[src/hdl/spm_pkg.sv]
`timescale 1ns / 1ps

package spm_pkg;

  // store geometry
  localparam int MAX_LEN = 1024;
  localparam int IDX_W   = $clog2(MAX_LEN);
  localparam int LEN_W   = IDX_W + 1;

  // fixed field widths
  localparam int CFG_W = 11;
  localparam int VAL_W = 32;
  localparam int RES_W = 33;

  // request action codes
  localparam logic [1:0] ACT_WRITE_FIRST  = 2'd0;
  localparam logic [1:0] ACT_WRITE_SECOND = 2'd1;
  localparam logic [1:0] ACT_COMPUTE      = 2'd2;

  // microprogram addresses
  localparam int PC_W = 3;
  localparam logic [PC_W-1:0] PC_WAIT     = 3'd0;
  localparam logic [PC_W-1:0] PC_SPLIT    = 3'd1;
  localparam logic [PC_W-1:0] PC_ODD_RD   = 3'd2;
  localparam logic [PC_W-1:0] PC_ODD_CMP  = 3'd3;
  localparam logic [PC_W-1:0] PC_EVEN_LO  = 3'd4;
  localparam logic [PC_W-1:0] PC_EVEN_HI  = 3'd5;
  localparam logic [PC_W-1:0] PC_EVEN_SUM = 3'd6;
  localparam logic [PC_W-1:0] PC_EVEN_CMP = 3'd7;

  // store read address select
  typedef enum logic [1:0] {
    RD_NONE,
    RD_MID_LO,
    RD_MID
  } rd_sel_t;

  // datapath operation
  typedef enum logic [2:0] {
    OP_NONE,
    OP_INIT,
    OP_LATCH_LO,
    OP_SUM,
    OP_EVEN_CMP,
    OP_ODD_CMP
  } dp_op_t;

  // jump condition
  typedef enum logic [1:0] {
    C_NEVER,
    C_START,
    C_ODD,
    C_FINISH
  } cond_t;

  // one microcode word
  typedef struct packed {
    rd_sel_t         rd_sel;
    dp_op_t          op;
    cond_t           cond;
    logic [PC_W-1:0] jump_to;
    logic [PC_W-1:0] next_to;
  } ctrl_t;

  // datapath flags back to the sequencer
  typedef struct packed {
    logic len_odd;
    logic finish;
  } status_t;

endpackage

[src/hdl/spm_rom.sv]
`timescale 1ns / 1ps

module spm_rom (
  input  logic [spm_pkg::PC_W-1:0] pc,
  output spm_pkg::ctrl_t           ctrl
);

  // control store: read select, op, condition, taken target, fall-through target
  always_comb begin
    case (pc)
      spm_pkg::PC_WAIT: ctrl = '{spm_pkg::RD_NONE, spm_pkg::OP_INIT, spm_pkg::C_START,
                                 spm_pkg::PC_SPLIT, spm_pkg::PC_WAIT};
      spm_pkg::PC_SPLIT: ctrl = '{spm_pkg::RD_NONE, spm_pkg::OP_NONE, spm_pkg::C_ODD,
                                  spm_pkg::PC_ODD_RD, spm_pkg::PC_EVEN_LO};
      spm_pkg::PC_ODD_RD: ctrl = '{spm_pkg::RD_MID, spm_pkg::OP_NONE, spm_pkg::C_NEVER,
                                   spm_pkg::PC_ODD_CMP, spm_pkg::PC_ODD_CMP};
      spm_pkg::PC_ODD_CMP: ctrl = '{spm_pkg::RD_NONE, spm_pkg::OP_ODD_CMP, spm_pkg::C_FINISH,
                                    spm_pkg::PC_WAIT, spm_pkg::PC_SPLIT};
      spm_pkg::PC_EVEN_LO: ctrl = '{spm_pkg::RD_MID_LO, spm_pkg::OP_NONE, spm_pkg::C_NEVER,
                                    spm_pkg::PC_EVEN_HI, spm_pkg::PC_EVEN_HI};
      spm_pkg::PC_EVEN_HI: ctrl = '{spm_pkg::RD_MID, spm_pkg::OP_LATCH_LO, spm_pkg::C_NEVER,
                                    spm_pkg::PC_EVEN_SUM, spm_pkg::PC_EVEN_SUM};
      spm_pkg::PC_EVEN_SUM: ctrl = '{spm_pkg::RD_NONE, spm_pkg::OP_SUM, spm_pkg::C_NEVER,
                                     spm_pkg::PC_EVEN_CMP, spm_pkg::PC_EVEN_CMP};
      spm_pkg::PC_EVEN_CMP: ctrl = '{spm_pkg::RD_NONE, spm_pkg::OP_EVEN_CMP, spm_pkg::C_FINISH,
                                     spm_pkg::PC_WAIT, spm_pkg::PC_SPLIT};
      default: ctrl = '{spm_pkg::RD_NONE, spm_pkg::OP_NONE, spm_pkg::C_NEVER,
                        spm_pkg::PC_WAIT, spm_pkg::PC_WAIT};
    endcase
  end

endmodule

[config.mk]
export PLATFORM = sky130hd
export DESIGN_NAME = spm_rom
export DESIGN_NICKNAME = d
export VERILOG_FILES = /design/src/hdl/spm_pkg.sv /design/src/hdl/spm_rom.sv
export SDC_FILE = /design/constraint.sdc
export NUM_CORES = 1
export LEC_CHECK = 0
export ABC_AREA = 1
export BUFFER_PORTS_ARGS = -buffer_cell sky130_fd_sc_hd__buf_4
export CORE_AREA = 2 2 39 41
export DETAILED_ROUTE_END_ITERATION = 8
export DIE_AREA = 0 0 41 43
export PLACE_DENSITY = 0.34
export SYNTH_ARGS = -nofsm -noshare
export SYNTH_HDL_FRONTEND = slang
export SYNTH_SLANG_ARGS = --single-unit
[constraint.sdc]
create_clock -name vclk -period 1
set_clock_uncertainty 0.05 [all_clocks]
set_input_delay 0.2 -clock vclk [all_inputs]
set_output_delay 0.2 -clock vclk [all_outputs]
set_load 0.02 [all_outputs]
==> results by group <==
Status
  – Status: finished with violations
  – Failing checks: setup timing

Critical path
  – Crit-path max FO: 4
  – Crit path largest cell delay: between 0.3 and 0.4 ns
  – WS Path Type: input pin to output pin
  – CP startpoint kind: input pin
  – CP Cell Sequence: buf_8 -> inv_6 -> ha_4 -> nand2_4 -> nand2_2 -> buf_6
  – CP max stage cell: ha_4
  – CP arrival: 0.87 ns
  – Worst path required time: 0.75 ns
  – Crit path capture type: output pin

STA
  – Final worst-path cycle share: 112.3%
  – Worst hold slack: 0.7138 ns
  – Fin worst setup slack: -0.1226 ns
  – Setup tns final: -0.8678 ns
  – Setup-failing EPs final: 10
  – Max Slew Vio Count: 0
  – Max Freq: 890.8 MHz
  – RSZ-0062 raised after global routing: yes
  – Crit path time final: roughly 1.1 ns
  – Worst slew margin: 89.70%
  – Worst Max-Slew Pin Slew: 0.1546 ns
  – Hold Vio Cnt, Final: 0

Power
  – Clock share of power: 0%
  – Sequential power share: 0%
  – Switching power: 0.1586 mW
  – Sw Ratio: 50.14%
  – Peak VDD IR: 0.0002021 V
  – Gate power share: 100.0%
  – Power Density: 577.2 mW/mm²
  – Internal power: about 0.16 mW
  – Leak: 0.2718 nW
  – Final Power: 0.3163 mW

Route
  – Remaining antenna violation count: 0
  – Via count: 266
  – Initial DRT Pass Iterations: 2
  – Starting DRT DRC Count: 1
  – DR WL/cell: 10.23 µm
  – DRC Markers: 0
  – Detailed Route WL: 675 µm
  – Vias/cell: 4.030

Final layout
  – Final core utilization: 39.60%
  – Storage cell area: 0 µm²
  – Syn-to-layout area delta: 182.6%
  – Antenna Cells: 0
  – Clk_buf instances: 0
  – Layout net count: 60
  – Sequential cell count: 0
  – Fin cells: 66
  – Share of cells above drive strength 1: 86.00%
  – Filler Cells Inserted: 135

Flow run
  – Max Cap Viol: 0

Place
  – Placer Congestion: approximately 0.72
  – Placed insts: 65
  – Port-buffer cells: 16
  – Hpwl dp: 527.3 µm

GRT
  – Pin count of the biggest net entering global routing: 11
  – Initial antenna violation count: 0
  – Total gr overflow: 0
  – Vias in the first global route: 258
  – Total GRT Usage: about a tenth
  – First-pass GRT wire length: 1.242 mm

Hold path
  – Worst hold start: pc[2]
  – Hold Path Class: input pin to output pin
  – Cells on Worst Hold Path: 3
  – WHS Endpoint: ctrl[6]

Floorplanning
  – Die Area: approximately 0.0018 mm²
  – Row cnt: 14
  – I/O pin cnt: 16
  – Initial Util: between 10% and 20%
  – Die width: 41 µm
  – Core area: between 0.001 and 0.0015 mm²
  – Die H: 43 µm

Synth
  – Synth area leader: ha_1
  – Most area-consuming cells after synthesis: ha_1, nand2_1, o21ai_0
  – Synth Cell Area: 193.9 µm²
  – Sequential-to-total area share from yosys stat: 0%
  – Mean Syn Cell Area: around 6.7 µm²
  – YS warnings: 0
  – Top cell type's share of synthesized area: 32.26%
  – Synth unique cells: 12
  – Synth Instances: 29
  – Syn_nets: 37
## per-layer routing
| layer | vias to the layer above | GRT usage, % | share of wire [%] |
|---|---|---|---|
| li1 | 135 | - | - |
| met1 | 122 | 12.97 | 36 |
| met2 | 9 | 17.19 | 59 |
| met3 | 0 | 0 | 5.2 |
| met4 | 0 | 0 | 0 |
| met5 | - | 0 | 0 |
## how the worst max path moves through the flow
stage                     start  slack, ns  endpoint  cells after the start
final                     pc[0]      -0.12   ctrl[1]                      6
after global routing      pc[1]      -0.16   ctrl[1]                      6
after CTS                 pc[1]      -0.13   ctrl[1]                      6
after detailed placement  pc[0]      -0.28   ctrl[8]                      6
after global placement    pc[0]      -0.26   ctrl[8]                      6
after floorplan           pc[0]      -0.08   ctrl[1]                      4
## repair_timing
item,4_1_cts,5_1_grt
setup buffers,1,1
gates resized for setup,33,3
pin swaps,11,3
endpoints found under the setup margin,13,13
hold buffers,0,0
endpoints found under the hold margin,0,0
## Yosys cell counts, drive strengths merged
cell type and instances:
buf 1, inv 5, o21ai 5, nand3 1, nor2 1, nand2 11
ha 5
## kinds of logic after synthesis
kind of cell	count (synthesis)	share of synthesized area (%)
buffers and inverters	6	18.06
adders and majority gates	5	32.26
AOI/OAI and AO/OA	5	14.83
and+or+nand+nor	13	34.84
## cell usage in the layout, fill, tap and decap left out, drive strengths merged
master,Yosys,routed
buf,1,22
nand2,11,11
o21ai,5,5
ha,5,5
inv,5,5
nor2,1,1
nand3,1,1
## cell type report
class / count / area (µm²) / area share, %
multi-input combinational: 23 / 254.0 / 46.35
timing repair buffer: 22 / 237.7 / 43.38
tap: 16 / 20.02 / 3.653
inverter: 5 / 36.28 / 6.621
## critical path: cells and delay by family
family        cells  cell delay, ns
simple gates      2            0.12
buf+inv           3            0.24
fa+ha+maj         1            0.31
## metrics by stage
| stage | instance area [µm²] | setup WS, ns |
|---|---|---|
| after floorplan | 242.7 | -0.08495 |
| after global placement | 409.1 | -0.2626 |
| after detailed placement | 409.1 | -0.2833 |
| after CTS | 536.8 | -0.1349 |
| after global routing | 548.0 | -0.1554 |
| final | 548.0 | -0.1226 |
## power groups by stage
stage / sequential (mW) / combinational [mW] / clock (mW)
floorplan: 0 / 0.152 / 0
global placement: 0 / 0.247 / 0
detailed placement: 0 / 0.248 / 0
CTS: 0 / 0.313 / 0
global route: 0 / 0.339 / 0
finish: 0 / 0.316 / 0
No activity file was read; power rests on OpenSTA's default activity.
